[src/fbd_pkg.sv]
// Shared types, constants and helpers for the framebuffer draw engine.
package fbd_pkg;

	localparam int MAX_WIDTH_DEF       = 128;
	localparam int MAX_HEIGHT_DEF      = 128;
	localparam int PALETTE_ENTRIES_DEF = 16;

	localparam int COORD_W    = 11;
	localparam int CW         = 11;
	localparam int RC_W       = 14;
	localparam int CFG_W      = 8;
	localparam int CFG_IDX_W  = 1;
	localparam int SIZE_W     = 8;
	localparam int PIDX_W     = 4;
	localparam int PIDX_EXT_W = 9;
	localparam int PIX_W      = 24;
	localparam int QUEUE_DEPTH = 2;

	localparam logic [CFG_W-1:0]     CFG_RESET        = 8'd128;
	localparam logic [CFG_IDX_W-1:0] REG_FRAME_WIDTH  = 1'b0;
	localparam logic [CFG_IDX_W-1:0] REG_FRAME_HEIGHT = 1'b1;

	// line math widths
	localparam int FRAC_W  = 16;
	localparam int POS_W   = 29;
	localparam int SQR_W   = 21;
	localparam int L2_W    = 22;
	localparam int DSHIFT  = 2 * (FRAC_W + 1);
	localparam int DIVD_W  = SQR_W + DSHIFT;
	localparam int Q_W     = 35;
	localparam int SQ_W    = 36;
	localparam int SQ_ITER = SQ_W / 2;
	localparam int STEP_W  = 17;
	localparam int N_W     = 11;
	localparam int CNT_W   = 6;

	typedef enum logic [1:0] {
		OP_FILL = 2'd0,
		OP_LINE = 2'd1,
		OP_PAL  = 2'd2,
		OP_READ = 2'd3
	} op_t;

	typedef struct packed {
		op_t               op;
		logic              rd_invalid;
		logic [CW-1:0]     x0;
		logic [CW-1:0]     y0;
		logic [CW-1:0]     x1;
		logic [CW-1:0]     y1;
		logic [SIZE_W-1:0] size;
		logic [PIDX_W-1:0] idx;
		logic [PIX_W-1:0]  value;
	} cmd_t;

	typedef struct packed {
		logic             start;
		logic [L2_W-1:0]  l2;
		logic [SQR_W-1:0] sqx;
		logic [SQR_W-1:0] sqy;
	} math_req_t;

	typedef struct packed {
		logic              done;
		logic [N_W-1:0]    n;
		logic [STEP_W-1:0] stepx;
		logic [STEP_W-1:0] stepy;
	} math_rsp_t;

	function automatic logic [CW-1:0] clamp_coord(logic signed [RC_W-1:0] v,
		logic [CW-1:0] hi);
		logic signed [RC_W-1:0] hs;
		hs = signed'({{(RC_W-CW){1'b0}}, hi});
		if (v < 0) begin
			return '0;
		end
		if (v > hs) begin
			return hi;
		end
		return v[CW-1:0];
	endfunction

endpackage

[src/fbd_front.sv]
// Front end: accepts requests, clamps coordinates and classifies reads.
module fbd_front (
	input  logic                                 in_valid,
	output logic                                 in_stall,
	input  logic [1:0]                           opcode,
	input  logic signed [fbd_pkg::COORD_W-1:0]   x_start,
	input  logic signed [fbd_pkg::COORD_W-1:0]   y_start,
	input  logic signed [fbd_pkg::COORD_W-1:0]   x_end,
	input  logic signed [fbd_pkg::COORD_W-1:0]   y_end,
	input  logic [fbd_pkg::SIZE_W-1:0]           brush_size,
	input  logic [fbd_pkg::PIDX_W-1:0]           palette_index,
	input  logic [fbd_pkg::PIX_W-1:0]            entry_value,
	input  logic [fbd_pkg::CW-1:0]               w_eff,
	input  logic [fbd_pkg::CW-1:0]               h_eff,
	input  logic                                 q_full,
	output logic                                 q_push,
	output fbd_pkg::cmd_t                        q_data
);

	localparam int EXT = fbd_pkg::RC_W - fbd_pkg::COORD_W;

	logic signed [fbd_pkg::RC_W-1:0] xs_e, ys_e, xe_e, ye_e, w_s, h_s;

	assign xs_e = signed'({{EXT{x_start[fbd_pkg::COORD_W-1]}}, x_start});
	assign ys_e = signed'({{EXT{y_start[fbd_pkg::COORD_W-1]}}, y_start});
	assign xe_e = signed'({{EXT{x_end[fbd_pkg::COORD_W-1]}}, x_end});
	assign ye_e = signed'({{EXT{y_end[fbd_pkg::COORD_W-1]}}, y_end});
	assign w_s  = signed'({{(fbd_pkg::RC_W-fbd_pkg::CW){1'b0}}, w_eff});
	assign h_s  = signed'({{(fbd_pkg::RC_W-fbd_pkg::CW){1'b0}}, h_eff});

	assign in_stall = q_full;
	assign q_push   = in_valid && !q_full;

	always_comb begin
		q_data            = '0;
		q_data.op         = fbd_pkg::op_t'(opcode);
		q_data.rd_invalid = (xs_e < 0) || (ys_e < 0) || (xs_e >= w_s) || (ys_e >= h_s);
		q_data.x0         = fbd_pkg::clamp_coord(xs_e, w_eff);
		q_data.y0         = fbd_pkg::clamp_coord(ys_e, h_eff);
		q_data.x1         = fbd_pkg::clamp_coord(xe_e, w_eff);
		q_data.y1         = fbd_pkg::clamp_coord(ye_e, h_eff);
		q_data.size       = brush_size;
		q_data.idx        = palette_index;
		q_data.value      = entry_value;
	end

endmodule

[config.mk]
export PLATFORM = sky130hd
export DESIGN_NAME = fbd_front
export DESIGN_NICKNAME = d
export VERILOG_FILES = /design/src/fbd_pkg.sv /design/src/fbd_front.sv
export SDC_FILE = /design/constraint.sdc
export NUM_CORES = 1
export LEC_CHECK = 0
export ABC_AREA = 1
export BUFFER_PORTS_ARGS = -buffer_cell sky130_fd_sc_hd__buf_2
export CAP_MARGIN = 15
export CORE_MARGIN = 10
export CORE_UTILIZATION = 43
export DETAILED_ROUTE_END_ITERATION = 16
export PLACE_DENSITY = 0.85
export SYNTH_ARGS = -nofsm -noshare
export SYNTH_HDL_FRONTEND = slang
export SYNTH_SLANG_ARGS = --single-unit
[constraint.sdc]
create_clock -name vclk -period 2
set_input_delay 0.4 -clock vclk [all_inputs]
set_output_delay 0.4 -clock vclk [all_outputs]
set_load 0.02 [all_outputs]
==> impl_metrics.ini <==
[status]
run_status = finished with violations
violations = negative setup slack

[power_and_ir_drop]
combPwrFrac_pct = 100.0
p_switching_mw = 0.695
p_leak_nw = 2.48
powerDensity_nw_per_um2 = 263
p_int_mw = 0.564
ir_drop_mv = 0.187
power_mw = 1.26
power_frac_clock_pct = 0
power_frac_seq_pct = 0
p_sw_share_pct = 55.2

[logic_synthesis]
ys_warn_count = 0
synth_top_cell_by_area = nand2_1
yosysMostFrequentCell = nand2_1
synth_area_leaders = nand2_1 (22%), ha_1 (20%), inv_1 (14%)
yosysSeqAreaShare_pct = 0
synth_top_area_share_pct = 21.8
synth_area_per_cell_sq_um = 5.50
synthDistinctLibCells = 21
synthCells = 457
netlist_area_sq_um = 2510
synthTopCellsByCount = nand2_1 (146), inv_1 (94), nor2_1 (47)

[worst_setup_path]
cp_max_fo = 5
critPathKind = in2out
worst_ep_arrival_time_ns = 1.96
worstPathCellList = buf_2 > inv_2 > ha_1 > nand2_1 > nand2_1 > nand2_1 > nand2_1 > nand2_2 > nand3_4 > nand2_2 > nand2_1 > nand2_2 > buf_6
cp-end-kind = primary output
startpoint_type = input port
cp_common_cell = nand2_1
crit_required_ns = 1.60
worst_path_max_delay_cell = ha_1
slowest_delay_ns = 0.31

[global_route]
grt_pass1_vias = 3953
grt.overflow.total = 0
grtUsageTotal_pct = 28.3
antenna_found_initial = 0
grt_pass1_wl_mm = 20.6
grt_start_max_net_pins = 12

[sta]
hold_viol = 0
max_freq_mhz = 424
drv_slew = 0
finalWorstSetupSlack_ns = -0.358
setup_viol = 41
fin_crit_sh_pct = 118
period_minus_slack_ns = 2.36
rsz0062_at_grt = true

[place]
dp_hpwl_mm = 7.35
gp_congestion = 0.891
port-buffer-count = 111

[floorplanning]
dieArea_sq_um = 9310
start_util_pct = 45.1
core-area_sq_um = 5570
die_height_um = 96.5
rows = 27
io_pins = 191
die_w_um = 96.5

[detailed_routing]
ant_nets = 0
drt_iter0_markers = 300
wl_mm = 15.8
num_vias = 3849
dr_wl_met2_mm = 7.72
dr.pass1.iters = 4
detail_route.vias_per_cell = 6.00
top_layer_used = met4
wl_met1_mm = 4.90
drc = 0
wl_per_cell_um = 24.6
routed-wl-met3_mm = 1.54

[finish]
design.seq.count = 0
diodes = 0
syn2layout_area_growth_pct = 90.4
clockBufferCount = 0
ff_latch_area_sq_um = 0
fillers = 274
drive_gt1_share_pct = 62.2
fin_util_pct = 85.9
nNetsFinal = 717

[hold_path]
min_path_type = in2out

[job]
cap_violations = 0

[clocking]
cts_hold_buffers = 0
## layout make-up
cell class                 count  area [sq um]  area share [%]
tap                           72          90.1            1.88
timing repair buffer         161          1530            32.0
multi-input combinational    312          2740            57.2
inverter                      96           428            8.93
## worst paths after layout
check	from	cells past startpoint	endpoint	slack, ns
setup / recovery	w_eff[1]	13	q_data[47]	-0.36
hold / removal	entry_value[12]	0	q_data[12]	0.80
## cells in the final DEF (no fill, tap or decap), types with 5 or more instances in the layout
master / count
inv_6: 6
ha_1: 7
nand2_4: 15
nand4_1: 5
inv_4: 6
buf_4: 37
nand2_1: 74
buf_6: 72
nand3_4: 16
buf_8: 11
nor2_1: 47
inv_2: 11
ha_4: 33
nand2_2: 62
nand3_2: 28
buf_2: 37
inv_1: 70
## power by group through the flow
stage | Combinational [mW] | Sequential (mW) | Clock [mW]
floorplan | 0.520 | 0 | 0
global placement | 0.669 | 0 | 0
detailed placement | 0.695 | 0 | 0
CTS | 1.00 | 0 | 0
global route | 1.31 | 0 | 0
finish | 1.26 | 0 | 0
## metrics by stage
stage                     setup slack, ns  hold WS (ns)  instances  area [sq um]  TNS (ns)
after floorplan                     0.107         0.880        460          2530         0
after global placement             -0.175         0.800        629          3090     -5.87
after detailed placement           -0.259         0.800        629          3090     -8.18
after CTS                          -0.140         0.800        640          4340     -4.20
after global routing               -0.401         0.800        641          4790    -12.22
final                              -0.358         0.800        641          4790    -10.40
## worst max-delay path: cells and delay by family
kind / cells / cell delay (ns)
buffers and inverters: 3 / 0.28
AND/OR/NAND/NOR: 9 / 0.96
adder cells (fa/ha/maj): 1 / 0.31
## kinds of logic after synthesis
group	count (synthesis)	share of synthesized area (%)
and+or+nand+nor	253	46.6
buffers and inverters	151	30.9
adders and majority gates	40	19.9
AOI/OAI and AO/OA	12	2.39
other	1	0.149
## metal layers
metal  track usage [%]  up-vias
met5                 0        -
met1              25.9     1769
li1                  -     1568
met3              8.17      148
met2              52.1      364
met4              21.1        0
## timing repair
action / in CTS / in global routing
pin swaps: 96 / 44
endpoints found under the setup margin: 41 / 41
gates resized for setup: 277 / 109
gates cloned: 7 / 0
buffers inserted: 4 / 1
Power figures use the tool's default switching activity.
