$ cat src/fbd_pkg.sv
// Shared types, constants and helpers for the framebuffer draw engine.
package fbd_pkg;

	localparam int MAX_WIDTH_DEF       = 128;
	localparam int MAX_HEIGHT_DEF      = 128;
	localparam int PALETTE_ENTRIES_DEF = 16;

	localparam int COORD_W    = 11;
	localparam int CW         = 11;
	localparam int RC_W       = 14;
	localparam int CFG_W      = 8;
	localparam int CFG_IDX_W  = 1;
	localparam int SIZE_W     = 8;
	localparam int PIDX_W     = 4;
	localparam int PIDX_EXT_W = 9;
	localparam int PIX_W      = 24;
	localparam int QUEUE_DEPTH = 2;

	localparam logic [CFG_W-1:0]     CFG_RESET        = 8'd128;
	localparam logic [CFG_IDX_W-1:0] REG_FRAME_WIDTH  = 1'b0;
	localparam logic [CFG_IDX_W-1:0] REG_FRAME_HEIGHT = 1'b1;

	// line math widths
	localparam int FRAC_W  = 16;
	localparam int POS_W   = 29;
	localparam int SQR_W   = 21;
	localparam int L2_W    = 22;
	localparam int DSHIFT  = 2 * (FRAC_W + 1);
	localparam int DIVD_W  = SQR_W + DSHIFT;
	localparam int Q_W     = 35;
	localparam int SQ_W    = 36;
	localparam int SQ_ITER = SQ_W / 2;
	localparam int STEP_W  = 17;
	localparam int N_W     = 11;
	localparam int CNT_W   = 6;

	typedef enum logic [1:0] {
		OP_FILL = 2'd0,
		OP_LINE = 2'd1,
		OP_PAL  = 2'd2,
		OP_READ = 2'd3
	} op_t;

	typedef struct packed {
		op_t               op;
		logic              rd_invalid;
		logic [CW-1:0]     x0;
		logic [CW-1:0]     y0;
		logic [CW-1:0]     x1;
		logic [CW-1:0]     y1;
		logic [SIZE_W-1:0] size;
		logic [PIDX_W-1:0] idx;
		logic [PIX_W-1:0]  value;
	} cmd_t;

	typedef struct packed {
		logic             start;
		logic [L2_W-1:0]  l2;
		logic [SQR_W-1:0] sqx;
		logic [SQR_W-1:0] sqy;
	} math_req_t;

	typedef struct packed {
		logic              done;
		logic [N_W-1:0]    n;
		logic [STEP_W-1:0] stepx;
		logic [STEP_W-1:0] stepy;
	} math_rsp_t;

	function automatic logic [CW-1:0] clamp_coord(logic signed [RC_W-1:0] v,
		logic [CW-1:0] hi);
		logic signed [RC_W-1:0] hs;
		hs = signed'({{(RC_W-CW){1'b0}}, hi});
		if (v < 0) begin
			return '0;
		end
		if (v > hs) begin
			return hi;
		end
		return v[CW-1:0];
	endfunction

endpackage

$ cat src/fbd_queue.sv
// Two-entry request queue between the front and back ends.
module fbd_queue (
	input  logic          clk,
	input  logic          arst_n,
	input  logic          push,
	input  fbd_pkg::cmd_t push_data,
	output logic          full,
	input  logic          pop,
	output logic          pop_valid,
	output fbd_pkg::cmd_t pop_data
);

	localparam int DEPTH = fbd_pkg::QUEUE_DEPTH;
	localparam int PTR_W = (DEPTH > 1) ? $clog2(DEPTH) : 1;

	fbd_pkg::cmd_t    entry_q [DEPTH];
	logic [PTR_W-1:0] wr_ptr_q;
	logic [PTR_W-1:0] rd_ptr_q;
	logic [PTR_W:0]   count_q;

	assign full      = (count_q == (PTR_W+1)'(DEPTH));
	assign pop_valid = (count_q != '0);
	assign pop_data  = entry_q[rd_ptr_q];

	always_ff @(posedge clk) begin
		if (push) begin
			entry_q[wr_ptr_q] <= push_data;
		end
	end

	always_ff @(posedge clk or negedge arst_n) begin
		if (!arst_n) begin
			wr_ptr_q <= '0;
			rd_ptr_q <= '0;
			count_q  <= '0;
		end else begin
			if (push) begin
				wr_ptr_q <= (wr_ptr_q == PTR_W'(DEPTH-1)) ? '0 : wr_ptr_q + 1'b1;
			end
			if (pop) begin
				rd_ptr_q <= (rd_ptr_q == PTR_W'(DEPTH-1)) ? '0 : rd_ptr_q + 1'b1;
			end
			if (push && !pop) begin
				count_q <= count_q + 1'b1;
			end else if (pop && !push) begin
				count_q <= count_q - 1'b1;
			end
		end
	end

endmodule

$ cat config.mk
export PLATFORM = sky130hd
export DESIGN_NAME = fbd_queue
export DESIGN_NICKNAME = d
export VERILOG_FILES = /design/src/fbd_pkg.sv /design/src/fbd_queue.sv
export SDC_FILE = /design/constraint.sdc
export NUM_CORES = 1
export LEC_CHECK = 0
export ABC_AREA = 1
export BUFFER_PORTS_ARGS = -buffer_cell sky130_fd_sc_hd__buf_2
export CAP_MARGIN = 10
export CORE_ASPECT_RATIO = 0.5
export CORE_MARGIN = 5
export CORE_UTILIZATION = 45
export DETAILED_ROUTE_END_ITERATION = 16
export PLACE_DENSITY = 0.85
export SYNTH_ARGS = -nofsm -noshare
export SYNTH_HDL_FRONTEND = slang
export SYNTH_SLANG_ARGS = --single-unit
$ cat constraint.sdc
create_clock -name clk -period 4.3 [get_ports clk]
set_input_delay 0.215 -clock clk [delete_from_list [all_inputs] [get_ports clk]]
set_output_delay 0.215 -clock clk [all_outputs]
set_load 0.02 [all_outputs]
==> run metrics, run 1 <==
pins over their slew limit=0; total grt overflow=0; worst relative slew slack=28.6%; Core Util, Final=64.5%; Mean Syn Cell Area=22.8 um^2; vias=3575; Die Wd=179 um; Post-Syn Nets=371; final wirelength=14.1 mm; RSZ-0062 raised after global routing=no; Synth warnings=0; WP data arrival=2.35 ns; final net count=636; Final Hold Fails=0; commonest non-fill, non-tap cell in the layout=buf_2; largest net degree at the start of global routing=75; first-pass GRT wire length=21.3 mm; layout cells sized above 1=51.5%; Worst Skew=0.00712 ns; Core Area=13800 um^2; H-tree lvl count=4; WS Path Type=reg2out; worst-path fanout max=40; Critical Path, Cell by Cell=buf_4 -> mux2_4 -> buf_2; # setup viols final=0; CTS tree=done; Sink Count=170; period utilization=59.6%; GRT Overall Usage=16.8%; via/cell ratio=4.74; status=complete, no violations; CP endpoint kind=output pin; Setup TNS=0 ns; drt drc=0; Worst R2R End=entry_q[1][43]; P&R area growth vs syn=37.9%; setup bufs post-CTS=0; WL per Instance=18.7 um; DP Wirelength=8.26 mm; worst path bufs/invs=2; Initial DRC Count=273; DR pass1 iterations=4; Syn Inst Count=283; starting density of the core=46.7%; initial antenna violation count=1; fmax=390 MHz; vias in the first global route=3964; Startpoint Class=flop; CP Data Required Time=4.09 ns; Max Cap Violations=0; Final Wtd Congestion=0.740; reg2reg start=wr_ptr_q; Worst-Margin Slew=1.07 ns; Crit-path slowest cell=dfrtp_4; Worst Hold Endpoint=entry_q[0][46]; pwr/cell area=650 nW/um^2; post-route ant nets=0; CTS clk-pin slew, worst paths=0.06 ns; leakage power=3.57 nW; die outline height=94.6 um; post-synthesis sequential area ratio=79.0%; Reg2Reg Depth=3; most frequent cells in the layout=buf_2, edfxtp_1, dlygate4sd3_1; CTS Buffer Depth=2; total CTS buffers=17; critical path's largest stage delay=0.84 ns; Root Buffer=clkbuf_16; Top delay family on crit path=flip-flops; count of state elements after synthesis=170; Die Area=16900 um^2; port bufs=171; IO Pins=172; Clock Latency Late Sink=0.41 ns; fin crit period=2.56 ns; hold_sp=push_data[46]; flop-to-flop setup slack=2.00 ns; Min-Delay Path Class=in2reg; hold depth=1; peak supply drop=0.302 mV; num rows=30; Cell variety after synth=14; Post-Syn Area=6440 um^2
-- synthesized netlist by cell type, drive strengths merged --
cell type,instances,area [um^2]
mux2,83,1160
dfrtp,4,100
xnor2,1,8.76
buf,9,88.8
edfxtp,166,4980
nand3,1,5.00
nand4,1,6.26
nor2,2,7.51
inv,7,26.3
nand2,6,22.5
xor2,2,17.5
ha,1,12.5
-- flip-flops by register name, indices dropped and copies added (netlist names) --
| name | cells |
|---|---|
| wr_ptr_q | 1 |
| count_q | 2 |
| entry_q | 166 |
| rd_ptr_q | 1 |
-- through the flow --
stage | cells | area (um^2) | setup WS (ns) | hold slack [ns] | total power, W
3_5_place_dp | 641 | 7490 | 2.01 | 0.0290 | 0.00423
6_report | 754 | 8880 | 1.74 | 0.00918 | 0.00577
4_1_cts | 747 | 8820 | 1.70 | 0.0000674 | 0.00580
2_1_floorplan | 283 | 6440 | 1.29 | -0.0806 | 0.00373
3_3_place_gp | 641 | 7490 | 2.06 | 0.0230 | 0.00419
5_1_grt | 754 | 8880 | 1.63 | 0.00317 | 0.00602
-- cell type report --
| cell class | count | area (um^2) |
|---|---|---|
| Clock buffer | 19 | 433 |
| Inverter | 7 | 27.5 |
| Timing Repair Buffer | 255 | 1690 |
| Tap cell | 192 | 240 |
| Fill cell | 941 | 4900 |
| Sequential cell | 170 | 5090 |
| Multi-Input combinational cell | 97 | 1250 |
| Clock inverter | 13 | 153 |
| Antenna cell | 1 | 2.50 |
-- routing by layer --
metal	up-vias	share of wire (%)	GRT usage (%)
li1	1639	-	-
met1	1831	37	18.5
met2	83	58	32.1
met3	22	3.0	2.96
met4	0	2.4	7.28
met5	-	0	0
-- where the power goes --
part | switching, W | total (W) | internal (W)
Clock | 0.000605 | 0.00151 | 0.000908
Combinational | 0.00104 | 0.00187 | 0.000833
Sequential | 0.000178 | 0.00239 | 0.00221
-- cell families (layout without fill, tap and decap cells) --
| kind of cell | count (synthesis) | after routing | synth area share, % |
|---|---|---|---|
| xor gates and xnor gates | 3 | 3 | 0.408 |
| other | 0 | 1 | 0 |
| muxes | 83 | 83 | 18.0 |
| DFF | 170 | 170 | 79.0 |
| adders and majority gates | 1 | 1 | 0.194 |
| buffers and inverters | 16 | 294 | 1.79 |
| and+or+nand+nor | 10 | 10 | 0.641 |
-- how the worst max path moves through the flow --
stage / startpoint / end / cells past startpoint
after global placement: wr_ptr_q / entry_q[1][31] / 3
final: rd_ptr_q / pop_data[46] / 3
after global routing: rd_ptr_q / pop_data[46] / 3
after CTS: rd_ptr_q / pop_data[6] / 3
after detailed placement: wr_ptr_q / entry_q[1][24] / 3
after floorplan: wr_ptr_q / entry_q[0][0] / 1
-- repair_timing --
item                                   CTS  global route
hold buffers                            74             6
gates resized for setup                  0             0
setup endpoints to repair                0             0
endpoints found under the hold margin  142            12
Power figures use the tool's default switching activity.
==> run 2, diff against run 1 <==
- PLACE_DENSITY: 0.85 -> 0.82
- clock period: 4.3 -> 2.48 ns (I/O delays scaled with it)
==> run metrics, run 2 (synthesis gave the netlist of run 1 again) <==
status=complete, no violations; Die Wd=179 um; Post-Layout Cell Count=762; CTS tree=done; largest net degree at the start of global routing=80; # setup viols final=0; layout cells sized above 1=51.0%; CP startpoint=rd_ptr_q; Hold WS=0.0927 ns; CP endpoint kind=output pin; H-tree lvl count=4; Max Cap Violations=0; overall power=0.0101 W; hold_buf cts=86; placed cells=642; starting density of the core=46.7%; IO Pins=172; num rows=30; Min-Delay Path Class=in2async; Core Util, Final=65.4%; P&R area growth vs syn=39.9%; WL per Instance=17.6 um; worst relative slew slack=49.9%; Sink Count=170; fin crit period=2.09 ns; RSZ-0062 raised after global routing=no; commonest non-fill, non-tap cell in the layout=buf_2; vias in the first global route=3871; total grt overflow=0; peak supply drop=0.752 mV; initial antenna violation count=2; pwr/cell area=1120 nW/um^2; Startpoint Class=flop; first-pass GRT wire length=20.0 mm; leakage power=3.62 nW; most frequent cells in the layout=buf_2, edfxtp_1, dlygate4sd3_1; CTS Buffer Depth=2; final net count=643; Die Area=16900 um^2; Resized cells post-CTS=0; setup bufs post-CTS=0; total CTS buffers=17; period utilization=84.3%; CP Data Required Time=2.36 ns; Worst Skew=0.00908 ns; Filler cells=904; via/cell ratio=4.69; Root Buffer=clkbuf_16; post-route ant nets=0; register area=5090 um^2; fmax=478 MHz; Clock Latency Late Sink=0.41 ns; Initial DRC Count=167; CTS clk-pin slew, worst paths=0.06 ns; multi-input logic area=1250 um^2; final wirelength=13.4 mm; die outline height=94.6 um; pins over their slew limit=0; WS Path Type=reg2out; GRT Overall Usage=15.6%; largest register by flop count=entry_q; Worst-Margin Slew=0.752 ns; drt drc=0; Final Wtd Congestion=0.755; vias=3572; DR pass1 iterations=4; WP data arrival=1.97 ns; Core Area=13800 um^2; max FFs per register=166; port bufs=171; worst-path fanout max=36; DP Wirelength=8.28 mm; Largest regs=entry_q: 166 flops, count_q: 2 flops; Final Hold Fails=0; reg2reg start=wr_ptr_q
[run 2: power by group]
group          switching (W)  internal (W)  leakage [nW]
Combinational        0.00185       0.00151          1.73
Clock                0.00103       0.00168         0.289
Sequential          0.000239       0.00382          1.60
Total                0.00313       0.00701          3.62
[run 2: worst paths after layout]
kind | end | slack (ns) | cells after the start
worst min-delay path | rd_ptr_q | 0.09 | 2
min in group clk | entry_q[1][64] | 0.43 | 2
worst max-delay path | pop_data[60] | 0.39 | 3
worst max register to register | entry_q[0][65] | 0.92 | 2
max in group asynchronous | rd_ptr_q | 2.25 | 2
worst min register to register | count_q[1] | 0.49 | 2
[run 2: metrics by stage]
stage | worst slack [ns] | instance area (um^2) | TNS [ns]
floorplan | -0.0361 | 6450 | -3.00
global placement | 0.844 | 7530 | 0
detailed placement | 0.811 | 7530 | 0
CTS | 0.374 | 9000 | 0
global route | 0.326 | 9010 | 0
finish | 0.388 | 9010 | 0
[run 2: layout make-up]
cell class | instances | share of cell area (%)
Sequential cell | 170 | 56.5
Timing Repair Buffer | 262 | 19.9
Multi-Input combinational cell | 97 | 13.8
Clock buffer | 19 | 4.80
Tap cell | 192 | 2.67
Clock inverter | 12 | 1.93
Inverter | 7 | 0.306
Antenna cell | 3 | 0.0833
[run 2: worst max-delay path: stages, from the launching register on]
cell and delay [ns]:
dfrtp_4 0.67, buf_12 0.32, mux2_2 0.38, buf_2 0.17
[run 2: routing by layer]
layer | up-vias | GRT usage [%] | wire [um]
met5 | - | 0 | 0
met4 | 0 | 6.52 | 252
met3 | 14 | 3.04 | 514
met2 | 98 | 30.6 | 7680
met1 | 1804 | 16.4 | 4950
li1 | 1656 | - | -
==> run 3, diff against run 2 <==
- clock period: 2.48 -> 2.1 ns (I/O delays scaled with it)
==> run metrics, run 3 (synthesis gave the netlist of run 1 again) <==
CTS clk-pin slew, worst paths=0.06 ns; multi-input logic area=1250 um^2; DR pass1 iterations=4; Worst Skew=0.00805 ns; pwr/cell area=1320 nW/um^2; Root Buffer=clkbuf_16; Initial DRC Count=143; period utilization=91.0%; status=complete, no violations; # setup viols final=0; Die Area=16900 um^2; Largest regs=entry_q: 166 flops, count_q: 2 flops; register area=5090 um^2; Crit-path slowest cell=dfrtp_4; critical path's largest stage delay=0.49 ns; worst relative slew slack=67.9%; Reg2Reg Depth=3; final net count=642; Post-Layout Cell Count=760; WP data arrival=1.81 ns; hold_buf cts=86; CTS tree=done; Startpoint Class=flop; die outline height=94.6 um; port bufs=171; vias in the first global route=3939; CP Data Required Time=2.00 ns; largest register by flop count=entry_q; CP endpoint kind=output pin; Sink Count=170; final wirelength=13.4 mm; post-route ant nets=0; fmax=524 MHz; DP Worst Slack=0.626 ns; first-pass GRT wire length=20.6 mm; vias=3539; Setup TNS=0 ns; Worst-Margin Slew=0.481 ns; most frequent cells in the layout=buf_2, edfxtp_1, dlygate4sd3_1; pins over their slew limit=0; Filler cells=931; Clock Latency Late Sink=0.42 ns; via/cell ratio=4.66; met1 wire length=4.82 mm; DP Wirelength=7.97 mm; CTS Buffer Depth=2; placed cells=641; largest net degree at the start of global routing=80; total grt overflow=0; setup bufs post-CTS=0; H-tree lvl count=4; Core Area=13800 um^2; worst-path fanout max=44; overall power=0.0119 W; Final Hold Fails=0; commonest non-fill, non-tap cell in the layout=buf_2; Final Wtd Congestion=0.752; fin crit period=1.91 ns; max FFs per register=166; Min-Delay Path Class=in2async; leakage power=3.60 nW; Max Cap Violations=0; Die Wd=179 um; GRT Overall Usage=16.1%; starting density of the core=46.7%; initial antenna violation count=0; WL per Instance=17.7 um; IO Pins=172; WS Path Type=reg2out; wire length on met2=7.80 mm; total CTS buffers=17; num rows=30; Final WS setup=0.190 ns; RSZ-0062 raised after global routing=no; drt drc=0; P&R area growth vs syn=39.7%; Resized cells post-CTS=0; layout cells sized above 1=51.0%; Critical Path, Cell by Cell=buf_12 -> mux2_2 -> buf_2; max layer used=met4; peak supply drop=0.563 mV; metal3 WL=426 um
run 3: cell types whose count changed in the layout (fill, tap and decap cells not counted):
cell / before / now
inv_6: 1 / 0
nand2_2: 0 / 1
buf_12: 3 / 4
clkinvlp_4: 2 / 5
bufinv_16: 4 / 3
clkbuf_1: 2 / 3
buf_4: 2 / 0
diode_2: 3 / 1
clkinv_2: 2 / 1
nand2_1: 6 / 5
run 3: where the power goes:
group	leakage (nW)	total, W	internal [W]	switching, W
registers	1.60	0.00472	0.00451	0.000212
logic	1.72	0.00406	0.00179	0.00226
clock network	0.271	0.00309	0.00186	0.00123
run 3: per-layer routing:
metal,vias to the layer above,global-route usage [%]
met5,-,0
met4,0,6.84
met3,32,3.64
met2,84,31.2
met1,1769,16.8
li1,1654,-
run 3: path summary, 6_finish.rpt:
path                                     from              to  slack, ns
worst max-delay path                 rd_ptr_q    pop_data[57]       0.19
worst min-delay path                   arst_n        rd_ptr_q       0.03
worst max register to register       wr_ptr_q  entry_q[1][64]       0.61
worst min register to register     count_q[1]      count_q[1]       0.49
max in group asynchronous              arst_n        rd_ptr_q       1.93
min in group clk                push_data[61]  entry_q[0][61]       0.41
run 3: worst max-delay path: cells and delay by family, from the launching register on:
family | cells | cell delay, ns
flops | 1 | 0.49
mux | 1 | 0.39
buf+inv | 2 | 0.48
run 3: layout make-up:
type                    count  share of cell area (%)
diodes                      1                  0.0278
clock buffers              20                    4.85
clock inverters            12                    1.67
inverters                   7                   0.334
multi-input cells          97                    13.9
flip-flops and latches    170                    56.6
well taps                 192                    2.67
repair buffers            261                    20.0
run 3: stage by stage:
step | utilization (%) | cell area (um^2) | hold WS, ns
after floorplan | - | 6450 | -0.191
after global placement | 54.8 | 7540 | -0.0811
after detailed placement | 54.8 | 7540 | -0.0788
after CTS | 65.3 | 8990 | 0.00914
after global routing | 65.3 | 8990 | 0.0401
final | 65.3 | 8990 | 0.0288
